[src/rtl/uwdf_pkg.sv]
package uwdf_pkg;

  localparam int UW_LENGTH     = 40;
  localparam int PAYLOAD_BYTES = 256;
  localparam int WORD_BITS     = 10;
  localparam int QUEUE_DEPTH   = 4;

  localparam int AE_W     = 6;
  localparam int CFG_IDX_W = 1;
  localparam int CFG_W    = 40;
  localparam int SCORE_W  = $clog2(UW_LENGTH + 1);
  localparam int SUM_W    = ((SCORE_W > AE_W) ? SCORE_W : AE_W) + 1;
  localparam int WC_W     = $clog2(PAYLOAD_BYTES + 2);
  localparam int BIT_W    = $clog2(WORD_BITS);
  localparam int QPTR_W   = $clog2(QUEUE_DEPTH);
  localparam int QCNT_W   = $clog2(QUEUE_DEPTH + 1);

  localparam logic [UW_LENGTH-1:0] UW_PATTERN_RST = UW_LENGTH'(40'd552942332758);
  localparam logic [AE_W-1:0]      ALLOWED_ERR_RST = AE_W'(5);
  localparam logic [15:0]          CRC_INIT        = 16'hFFFF;

  localparam logic RK_BYTE    = 1'b0;
  localparam logic RK_VERDICT = 1'b1;

  typedef enum logic [CFG_IDX_W-1:0] {
    REG_UW_PATTERN     = 1'b0,
    REG_ALLOWED_ERRORS = 1'b1
  } cfg_reg_t;

  typedef enum logic [1:0] {
    EV_PAYLOAD = 2'd0,
    EV_CRC_LO  = 2'd1,
    EV_CRC_HI  = 2'd2
  } ev_kind_t;

  typedef struct packed {
    ev_kind_t    kind;
    logic [7:0]  data;
    logic [7:0]  idx;
  } ev_t;

  function automatic logic [SCORE_W-1:0] popcount(input logic [UW_LENGTH-1:0] v);
    logic [SCORE_W-1:0] s;
    s = '0;
    for (int i = 0; i < UW_LENGTH; i++) begin
      s = s + SCORE_W'(v[i]);
    end
    return s;
  endfunction

  function automatic logic [15:0] crc_update(input logic [15:0] crc, input logic [7:0] b);
    logic [7:0] x;
    x = crc[15:8] ^ b;
    x = x ^ {4'b0, x[7:4]};
    return {crc[7:0], 8'h00} ^ {x[3:0], 12'h000} ^ {3'b000, x, 5'b00000} ^ {8'h00, x};
  endfunction

endpackage

[src/rtl/uwdf_front.sv]
module uwdf_front (
  input  logic                              clk,
  input  logic                              rst_n,
  input  logic                              in_valid,
  output logic                              in_ready,
  input  logic                              in_rx_bit,
  input  logic                              cfg_valid,
  output logic                              cfg_ready,
  input  logic [uwdf_pkg::CFG_IDX_W-1:0]    cfg_index,
  input  logic [uwdf_pkg::CFG_W-1:0]        cfg_data,
  input  logic                              q_full,
  output logic                              q_push,
  output uwdf_pkg::ev_t                     q_ev
);

  logic [uwdf_pkg::UW_LENGTH-1:0] pat_r;
  logic [uwdf_pkg::AE_W-1:0]      ae_r;
  logic [uwdf_pkg::UW_LENGTH-1:0] win_r, win_nxt, win_shift;
  logic                           locked_r, locked_nxt;
  logic [uwdf_pkg::BIT_W-1:0]     bit_cnt_r, bit_cnt_nxt;
  logic [uwdf_pkg::WC_W-1:0]      word_cnt_r, word_cnt_nxt;
  logic [uwdf_pkg::WORD_BITS-1:0] sh_r, sh_nxt;
  logic [uwdf_pkg::SCORE_W-1:0]   score;
  logic [uwdf_pkg::SUM_W-1:0]     sum;
  logic                           lock_hit;
  logic                           accept;

  assign in_ready  = !q_full;
  assign cfg_ready = 1'b1;
  assign accept    = in_valid && in_ready;

  always_comb begin
    win_shift = {in_rx_bit, win_r[uwdf_pkg::UW_LENGTH-1:1]};
    score     = uwdf_pkg::popcount(~(win_shift ^ pat_r));
    sum       = uwdf_pkg::SUM_W'(score) + uwdf_pkg::SUM_W'(ae_r);
    lock_hit  = sum > uwdf_pkg::SUM_W'(uwdf_pkg::UW_LENGTH);

    win_nxt      = win_r;
    locked_nxt   = locked_r;
    bit_cnt_nxt  = bit_cnt_r;
    word_cnt_nxt = word_cnt_r;
    sh_nxt       = sh_r;
    q_push       = 1'b0;
    q_ev.data    = sh_r[uwdf_pkg::WORD_BITS-1:2];
    q_ev.idx     = word_cnt_r[7:0];
    if (word_cnt_r < uwdf_pkg::WC_W'(uwdf_pkg::PAYLOAD_BYTES)) begin
      q_ev.kind = uwdf_pkg::EV_PAYLOAD;
    end else if (word_cnt_r == uwdf_pkg::WC_W'(uwdf_pkg::PAYLOAD_BYTES)) begin
      q_ev.kind = uwdf_pkg::EV_CRC_LO;
    end else begin
      q_ev.kind = uwdf_pkg::EV_CRC_HI;
    end

    if (accept) begin
      if (!locked_r) begin
        win_nxt = win_shift;
        if (lock_hit) begin
          locked_nxt   = 1'b1;
          bit_cnt_nxt  = '0;
          word_cnt_nxt = '0;
        end
      end else if (bit_cnt_r == uwdf_pkg::BIT_W'(uwdf_pkg::WORD_BITS - 1)) begin
        q_push      = 1'b1;
        bit_cnt_nxt = '0;
        if (word_cnt_r == uwdf_pkg::WC_W'(uwdf_pkg::PAYLOAD_BYTES + 1)) begin
          locked_nxt   = 1'b0;
          word_cnt_nxt = '0;
        end else begin
          word_cnt_nxt = word_cnt_r + 1'b1;
        end
      end else begin
        bit_cnt_nxt = bit_cnt_r + 1'b1;
        sh_nxt      = {in_rx_bit, sh_r[uwdf_pkg::WORD_BITS-1:1]};
      end
    end
  end

  always_ff @(posedge clk) begin
    if (!rst_n) begin
      pat_r      <= uwdf_pkg::UW_PATTERN_RST;
      ae_r       <= uwdf_pkg::ALLOWED_ERR_RST;
      win_r      <= '0;
      locked_r   <= 1'b0;
      bit_cnt_r  <= '0;
      word_cnt_r <= '0;
    end else begin
      win_r      <= win_nxt;
      locked_r   <= locked_nxt;
      bit_cnt_r  <= bit_cnt_nxt;
      word_cnt_r <= word_cnt_nxt;
      if (cfg_valid && cfg_ready) begin
        case (uwdf_pkg::cfg_reg_t'(cfg_index))
          uwdf_pkg::REG_UW_PATTERN:     pat_r <= cfg_data[uwdf_pkg::UW_LENGTH-1:0];
          uwdf_pkg::REG_ALLOWED_ERRORS: ae_r  <= cfg_data[uwdf_pkg::AE_W-1:0];
          default: ;
        endcase
      end
    end
  end

  always_ff @(posedge clk) begin
    sh_r <= sh_nxt;
  end

  a_lock_clears_counters: assert property (@(posedge clk) disable iff (!rst_n)
    $rose(locked_r) |-> (bit_cnt_r == '0 && word_cnt_r == '0))
    else $error("lock did not start a fresh packet");

endmodule

[src/rtl/uwdf_queue.sv]
module uwdf_queue (
  input  logic          clk,
  input  logic          rst_n,
  input  logic          push,
  input  uwdf_pkg::ev_t push_ev,
  input  logic          pop,
  output logic          full,
  output logic          not_empty,
  output uwdf_pkg::ev_t head
);

  uwdf_pkg::ev_t                 mem_r [uwdf_pkg::QUEUE_DEPTH];
  logic [uwdf_pkg::QPTR_W-1:0]   wr_ptr_r, rd_ptr_r;
  logic [uwdf_pkg::QCNT_W-1:0]   count_r;

  assign full      = count_r == uwdf_pkg::QCNT_W'(uwdf_pkg::QUEUE_DEPTH);
  assign not_empty = count_r != '0;
  assign head      = mem_r[rd_ptr_r];

  always_ff @(posedge clk) begin
    if (!rst_n) begin
      wr_ptr_r <= '0;
      rd_ptr_r <= '0;
      count_r  <= '0;
    end else begin
      if (push) wr_ptr_r <= wr_ptr_r + 1'b1;
      if (pop)  rd_ptr_r <= rd_ptr_r + 1'b1;
      case ({push, pop})
        2'b10:   count_r <= count_r + 1'b1;
        2'b01:   count_r <= count_r - 1'b1;
        default: count_r <= count_r;
      endcase
    end
  end

  always_ff @(posedge clk) begin
    if (push) mem_r[wr_ptr_r] <= push_ev;
  end

  a_count_bound: assert property (@(posedge clk) disable iff (!rst_n)
    count_r <= uwdf_pkg::QCNT_W'(uwdf_pkg::QUEUE_DEPTH))
    else $error("queue count overflow");

  a_no_pop_empty: assert property (@(posedge clk) disable iff (!rst_n)
    pop |-> count_r != '0)
    else $error("pop from empty queue");

endmodule

[src/rtl/uwdf_back.sv]
module uwdf_back (
  input  logic          clk,
  input  logic          rst_n,
  input  logic          q_not_empty,
  input  uwdf_pkg::ev_t q_head,
  output logic          q_pop,
  output logic          out_valid,
  input  logic          out_ready,
  output logic          out_result_kind,
  output logic [7:0]    out_payload_byte,
  output logic [7:0]    out_byte_index,
  output logic          out_crc_ok,
  output logic          out_last
);

  logic [15:0] crc_r, crc_nxt;
  logic [7:0]  crc_lo_r, crc_lo_nxt;
  logic        out_valid_r, out_valid_nxt;
  logic        kind_r, kind_nxt;
  logic [7:0]  byte_r, byte_nxt;
  logic [7:0]  idx_r, idx_nxt;
  logic        ok_r, ok_nxt;
  logic        last_r, last_nxt;

  assign q_pop = q_not_empty && (!out_valid_r || out_ready);

  always_comb begin
    crc_nxt       = crc_r;
    crc_lo_nxt    = crc_lo_r;
    out_valid_nxt = out_valid_r && !out_ready;
    kind_nxt      = kind_r;
    byte_nxt      = byte_r;
    idx_nxt       = idx_r;
    ok_nxt        = ok_r;
    last_nxt      = last_r;
    if (q_pop) begin
      case (q_head.kind)
        uwdf_pkg::EV_PAYLOAD: begin
          crc_nxt       = uwdf_pkg::crc_update(crc_r, q_head.data);
          out_valid_nxt = 1'b1;
          kind_nxt      = uwdf_pkg::RK_BYTE;
          byte_nxt      = q_head.data;
          idx_nxt       = q_head.idx;
          ok_nxt        = 1'b0;
          last_nxt      = 1'b0;
        end
        uwdf_pkg::EV_CRC_LO: begin
          crc_lo_nxt = q_head.data;
        end
        uwdf_pkg::EV_CRC_HI: begin
          crc_nxt       = uwdf_pkg::CRC_INIT;
          out_valid_nxt = 1'b1;
          kind_nxt      = uwdf_pkg::RK_VERDICT;
          byte_nxt      = '0;
          idx_nxt       = '0;
          ok_nxt        = {q_head.data, crc_lo_r} == crc_r;
          last_nxt      = 1'b1;
        end
        default: ;
      endcase
    end
  end

  always_ff @(posedge clk) begin
    if (!rst_n) begin
      crc_r       <= uwdf_pkg::CRC_INIT;
      out_valid_r <= 1'b0;
    end else begin
      crc_r       <= crc_nxt;
      out_valid_r <= out_valid_nxt;
    end
  end

  always_ff @(posedge clk) begin
    crc_lo_r <= crc_lo_nxt;
    kind_r   <= kind_nxt;
    byte_r   <= byte_nxt;
    idx_r    <= idx_nxt;
    ok_r     <= ok_nxt;
    last_r   <= last_nxt;
  end

  assign out_valid        = out_valid_r;
  assign out_result_kind  = kind_r;
  assign out_payload_byte = byte_r;
  assign out_byte_index   = idx_r;
  assign out_crc_ok       = ok_r;
  assign out_last         = last_r;

  a_crc_restart: assert property (@(posedge clk) disable iff (!rst_n)
    (q_pop && q_head.kind == uwdf_pkg::EV_CRC_HI) |=> crc_r == uwdf_pkg::CRC_INIT)
    else $error("crc not restarted after verdict");

endmodule

[src/rtl/uw_sync_rs232_deframer_crc16_unit.sv]
// channel | ports                                  | handshake
// in      | in_rx_bit                              | in_valid / in_ready
// out     | out_result_kind, out_payload_byte,     | out_valid / out_ready
//         | out_byte_index, out_crc_ok, out_last   |
// cfg     | cfg_index, cfg_data                    | cfg_valid / cfg_ready
//
// one bit per cycle while in_ready is high; a completed word enters the four-entry
// event queue and moves into the output register once that register is free
// in_ready drops only while the event queue is full, cfg_ready is always high
// reset (rst_n low, synchronous) returns to searching with crc 0xffff
// an output stall drops in_ready only once four completed words wait in the queue
module uw_sync_rs232_deframer_crc16_unit (
  input  logic                           clk,
  input  logic                           rst_n,
  input  logic                           in_valid,
  output logic                           in_ready,
  input  logic                           in_rx_bit,
  output logic                           out_valid,
  input  logic                           out_ready,
  output logic                           out_result_kind,
  output logic [7:0]                     out_payload_byte,
  output logic [7:0]                     out_byte_index,
  output logic                           out_crc_ok,
  output logic                           out_last,
  input  logic                           cfg_valid,
  output logic                           cfg_ready,
  input  logic [uwdf_pkg::CFG_IDX_W-1:0] cfg_index,
  input  logic [uwdf_pkg::CFG_W-1:0]     cfg_data
);

  logic          q_full, q_push, q_pop, q_not_empty;
  uwdf_pkg::ev_t q_ev, q_head;

  uwdf_front u_front (
    .clk       (clk),
    .rst_n     (rst_n),
    .in_valid  (in_valid),
    .in_ready  (in_ready),
    .in_rx_bit (in_rx_bit),
    .cfg_valid (cfg_valid),
    .cfg_ready (cfg_ready),
    .cfg_index (cfg_index),
    .cfg_data  (cfg_data),
    .q_full    (q_full),
    .q_push    (q_push),
    .q_ev      (q_ev)
  );

  uwdf_queue u_queue (
    .clk       (clk),
    .rst_n     (rst_n),
    .push      (q_push),
    .push_ev   (q_ev),
    .pop       (q_pop),
    .full      (q_full),
    .not_empty (q_not_empty),
    .head      (q_head)
  );

  uwdf_back u_back (
    .clk              (clk),
    .rst_n            (rst_n),
    .q_not_empty      (q_not_empty),
    .q_head           (q_head),
    .q_pop            (q_pop),
    .out_valid        (out_valid),
    .out_ready        (out_ready),
    .out_result_kind  (out_result_kind),
    .out_payload_byte (out_payload_byte),
    .out_byte_index   (out_byte_index),
    .out_crc_ok       (out_crc_ok),
    .out_last         (out_last)
  );

endmodule
[config.mk]
export PLATFORM = sky130hd
export DESIGN_NAME = uw_sync_rs232_deframer_crc16_unit
export DESIGN_NICKNAME = d
export VERILOG_FILES = /design/src/rtl/uwdf_pkg.sv /design/src/rtl/uwdf_front.sv /design/src/rtl/uwdf_queue.sv /design/src/rtl/uwdf_back.sv /design/src/rtl/uw_sync_rs232_deframer_crc16_unit.sv
export SDC_FILE = /design/constraint.sdc
export NUM_CORES = 1
export LEC_CHECK = 0
export BUFFER_PORTS_ARGS = -buffer_cell sky130_fd_sc_hd__buf_4
export CAP_MARGIN = 30
export CELL_PAD_IN_SITES_DETAIL_PLACEMENT = 0
export CELL_PAD_IN_SITES_GLOBAL_PLACEMENT = 1
export CORE_ASPECT_RATIO = 1.4
export CORE_MARGIN = 5
export CORE_UTILIZATION = 30
export DETAILED_ROUTE_END_ITERATION = 8
export GPL_TIMING_DRIVEN = 0
export PLACE_DENSITY = 0.53
export SLEW_MARGIN = 20
export SYNTH_ARGS = -nofsm -noshare
export SYNTH_HDL_FRONTEND = slang
export SYNTH_SLANG_ARGS = --single-unit
[constraint.sdc]
create_clock -name clk -period 19.73 [get_ports clk]
set_input_delay 5.919 -clock clk [delete_from_list [all_inputs] [get_ports clk]]
set_output_delay 5.919 -clock clk [all_outputs]
set_load 0.1 [all_outputs]
Word level (Yosys, flattened, before mapping)
Memory sizes are Yosys's and may differ from the RTL's. A register that Yosys moved wholly into a read port is not among the register bits.
Index checks and enable logic that the tools add are counted.

cells by class
  add/sub/neg operators = 46
  magnitude comparators = 2
  equality and inequality tests = 10
  mux-type cells = 28
  bitwise operators = 10
  reduce and logical (&&, ||, !) cells = 21

operators with widths
  cell                 number
  $add 6x1->6          38
  $not 40->40          1
  $xor 40x40->40       1
  $mux 9               4
  $pmux 16 s2          1
  $pmux 8 s2           2
  $eq 9x9->1 const B   2
  $eq 16x16->1         1
  $xor 16x13->16       1
  $xor 16x16->16       1
  $xor 16x8->16        1
  $mux 4               3
  $reduce_and 2->1     6
  $mux 1               11
  $add 9x1->9 const B  1
  $lt 9x9->1 const B   1
  $mux 2               4
  $xor 8x4->8          1
  $xor 8x8->8          1
  $add 6x6->7          1
  $gt 7x6->1 const B   1
  $pmux 3 s2           1
  $reduce_and 3->1     2
  $reduce_bool 2->1    3
  18 further kinds     28

word-level totals
  bits in registers = 160
  bits in writable memories = 72
  bits of input ports = 47
  output and inout bits = 22
  word-level logic and storage cells = 135
  memories kept = 1

memories
  memory         depth  width  read ports  clocked after memory_dff  wr ports  RTL line          RTL
  u_queue.mem_r  4      18     1           1                         1         uwdf_queue.sv:12  uwdf_pkg::ev_t mem_r [uwdf_pkg::QUEUE_DEPTH];

Longest topological paths before layout
  depth in word-level cells = 45
  mapped depth = 25
  depth with buffers taken out = 25

Modules after synthesis
A second synthesis with hierarchy kept.

second synthesis, totals
  cells, all modules = 933
  area, all modules = 10,741.6 µm²

modules (own cells, without submodules)
  module      instances  cells each  area each (µm²)  sequential area each (µm²)
  uwdf_front  1          656         5,836.8          2,222.1
  uwdf_queue  1          136         3,081.7          2,342.2
  uwdf_back   1          141         1,823.0          1,121.1

Least setup slack after synthesis
Ideal clock, no wire load.

  path type = in2reg
  start = in in_rx_bit
  end = reg u_front.word_cnt_r[8] in the netlist's numbering
  setup time = 0.091 ns
  data arrival time = 11.863 ns
  required time = 19.639 ns
  setup slack = 7.776 ns
  stages = 19
  path buffers = 0
  path through = xor2_1 -> fa_1 -> fa_1 -> fa_1 -> fa_1 -> fa_1 -> inv_1 -> fa_1 -> fa_1 -> inv_1 -> fa_1 -> inv_1 -> fa_1 -> a21o_1 -> a21oi_2 -> nor2_1 -> o41ai_1 -> a21boi_1 -> a311oi_1

between the ends
  word-level cells in the longest chain between the ends = 7

RTL lines
  what                         RTL line                                 RTL
  start, declared              uw_sync_rs232_deframer_crc16_unit.sv:17  input logic in_rx_bit,
  $xor 40x40->40               uwdf_front.sv:34                         score = uwdf_pkg::popcount(~(win_shift ^ pat_r));
  $not 40->40                  uwdf_front.sv:34
  $add 6x1->6                  uwdf_pkg.sv:46                           s = s + SCORE_W'(v[i]);
  $add 6x6->7                  uwdf_front.sv:35                         sum = uwdf_pkg::SUM_W'(score) + uwdf_pkg::SUM_W'(ae_r);
  $gt 7x6->1                   uwdf_front.sv:36                         lock_hit = sum > uwdf_pkg::SUM_W'(uwdf_pkg::UW_LENGTH);
  $reduce_bool 2->1 (no line)  n/a
  $reduce_and 3->1 (no line)   n/a
  end signal, assigned         uwdf_front.sv:90                         word_cnt_r <= word_cnt_nxt;
  end, declared                uwdf_front.sv:21                         logic [uwdf_pkg::WC_W-1:0] word_cnt_r, word_cnt_nxt;

Every way passes these cells.
A chain may end at the register's enable or synchronous reset.

Worst setup path in the final report
Same ends and word-level chain as after synthesis.

==> metrics.txt <==
status completed; startpoint types input pin; max-cap viol count 0; first-pass GRT wire length 39.5 mm; relative slew slack 39.9%; number of global-route vias before repair 7150; # Post-CTS Setup Buffers 0; CP required 20.17 ns; Post-Synthesis Cells 937; final instance area 0.0127 mm2; final hold slack 0.465 ns; GR Util met2 24.8%; port bufs 65; Routability Congestion 0.796; DIE AREA 0.0394 mm2; H-tree levels 1; critical path arrival 12.86 ns; met3 Track Usage GR 1.65%; Final min period 12.41 ns; # IOs 69; CP Capture Type flip-flop; Detail Route Antenna Nets 0; Netlist cell types 62; Root Buffer clkbuf_16; starting density of the core 30.4%; initial antenna violation count 0; GR Layer Usage met1 14.1%; maximum clock insertion buffer count 3; Syn Std Cell Area 0.0107 mm2; Die Ht 233 um; GRT Overall Usage 12.7%; R2R Path End u_front.word_cnt_r[8]; setup TNS after final layout 0 ns; hold buffer count at cts 0; pin count of the biggest net entering global routing 28; clk sinks 231; max-slew violations 0; EDFF count, synth 106; Detail Placement HPWL 18.3 mm; Syn-to-layout area delta 19.4%; Final Cycle Share 62.9%; top post-synthesis cells by area edfxtp_1 (30%), dfxtp_1 (23%), nand2_1 (6.7%); layout cells sized above 1 14.5%; Nets 1143; TritonCTS Buffers 26; worst clock skew 0.0140 ns; min-delay src u_front.pat_r[35]; Setup CP Type input pin to flip-flop; DR iter-0 viols 212; hold path depth 2; post_cts resized 0; Die Wd 169 um; Yosys top cell by area edfxtp_1; Most used DFF post-synth dfxtp_1; max frequency 0.0805 GHz; Core ar. 0.0351 mm2; Synth top area share 29.9%; R2R setup slack 11.71 ns; wirelength, routed 24.7 mm; Synth Area per Inst 11.4 um2; most common cell in the netlist nand2_1; critical path fanouts, max 8; part of the Yosys area used for sequential elements 53.4%; RSZ-0062 raised after global routing no; worst r2r src u_front.pat_r[1]; top cells by count, synth nand2_1 (191), dfxtp_1 (125), edfxtp_1 (106); clk slew on worst S/H paths 0.06 ns; Antenna Cells 0; final hold vios 0; Ys Warns 0; clock latency at the later pin of the worst-skew pair 0.54 ns; CTS tree done; R2R depth 22; Slew @ Worst Pin 0.898 ns; Post-Syn Nets 1045; worst min path class flip-flop to flip-flop; row count 81; # setup viols final 0; asr flop ratio synth 0%; post-DR wirelength/cell 16.3 um; WHS Endpoint u_front.pat_r[35]; DRC 0; Seq cells post-synth 231; GR peak layer met2; Final Core Density 36.3%; TritonRoute pass-1 iters 4; GRT overflow 0; routed vias/inst 4.46; Post-DP Area 0.0118 mm2; routed vias 6742
-- metrics by stage --
stage | setup WS, ns | cells
detailed placement | 6.72 | 1463
global route | 6.94 | 1511
global placement | 6.67 | 1458
floorplan | 7.78 | 937
finish | 7.32 | 1511
CTS | 7.25 | 1511
-- worst max-delay path, cell delays in order --
cell and delay [ns]:
buf_4 0.14, xor2_1 0.23, fa_1 0.53, fa_1 0.53, fa_1 0.55, fa_1 0.55, fa_1 0.56, inv_1 0.06
fa_1 0.57, fa_1 0.22, inv_1 0.06, fa_1 0.47, inv_1 0.07, fa_1 0.42, a21o_1 0.20, a21oi_2 0.20
nor2_1 0.07, o41ai_1 0.75, a21boi_1 0.44, a311oi_1 0.34
-- worst max path at each step --
stage | startpoint | end | cells past startpoint
after floorplan | in_rx_bit | u_front.word_cnt_r[8] | 19
after global placement | in_rx_bit | u_front.word_cnt_r[8] | 20
after detailed placement | in_rx_bit | u_front.word_cnt_r[8] | 20
after CTS | in_rx_bit | u_front.word_cnt_r[8] | 20
after global routing | in_rx_bit | u_front.word_cnt_r[1] | 22
final | in_rx_bit | u_front.word_cnt_r[8] | 20
-- area by class of cell --
cell class | count | area (um2)
repair buffers | 70 | 553
plain buffers | 44 | 235
clock buffers | 34 | 712
clock inverters | 14 | 223
flip-flops and latches | 231 | 5690
well taps | 456 | 571
multi-input cells | 611 | 4530
inverters | 51 | 204
fillers | 3607 | 22300
-- sequential cells by signal, indices dropped and copies added (netlist names), 3 cells and up, named ones only --
signal                   cells
u_back.crc_r                16
u_back.crc_lo_r              8
u_front.word_cnt_r           9
u_queue.count_r              3
u_front.bit_cnt_r            4
u_front.sh_r                 8
u_back.out_payload_byte      8
u_front.win_r               39
u_back.out_byte_index        8
u_queue.mem_r               72
u_front.ae_r                 6
u_front.pat_r               40
-- kinds of logic (layout without fill, tap and decap cells) --
| family | after synthesis | count (layout) | share of synthesized area (%) |
|---|---|---|---|
| muxes | 19 | 19 | 4.25 |
| buffers and inverters | 95 | 213 | 4.12 |
| other | 1 | 1 | 0.0352 |
| DFF | 231 | 231 | 53.4 |
| adders and majority gates | 61 | 61 | 9.49 |
| AOI/OAI and AO/OA | 129 | 129 | 7.73 |
| xor gates and xnor gates | 80 | 80 | 7.60 |
| and+or+nand+nor | 321 | 321 | 13.4 |
-- layer usage --
metal	vias up	wire length, um
met5	-	0
met4	0	543
met3	31	702
met2	91	13700
met1	3222	9710
li1	3398	-
-- layout by cell type, fill, tap and decap left out, drive strengths merged, types with 3 or more instances in the layout --
master / netlist / layout
nand3: 35 / 35
nand2: 192 / 192
nor3: 17 / 17
and2: 6 / 6
a31oi: 5 / 5
o22ai: 6 / 6
inv: 50 / 50
xor2: 51 / 51
nor2: 23 / 23
mux4: 18 / 18
a41oi: 6 / 6
nor4: 3 / 3
xnor2: 29 / 29
fa: 33 / 33
a21o: 3 / 3
clkinv: 1 / 9
and3: 8 / 8
a21oi: 43 / 43
or3: 3 / 3
dfxtp: 125 / 125
buf: 12 / 82
edfxtp: 106 / 106
a21boi: 30 / 30
clkbuf: 32 / 66
nand2b: 4 / 4
o21bai: 3 / 3
ha: 28 / 28
o21ai: 21 / 21
bufinv: 0 / 6
nor2b: 20 / 20
Power is not shown: default switching activity piles up to over one toggle a cycle in this logic, so the estimate is an artifact.
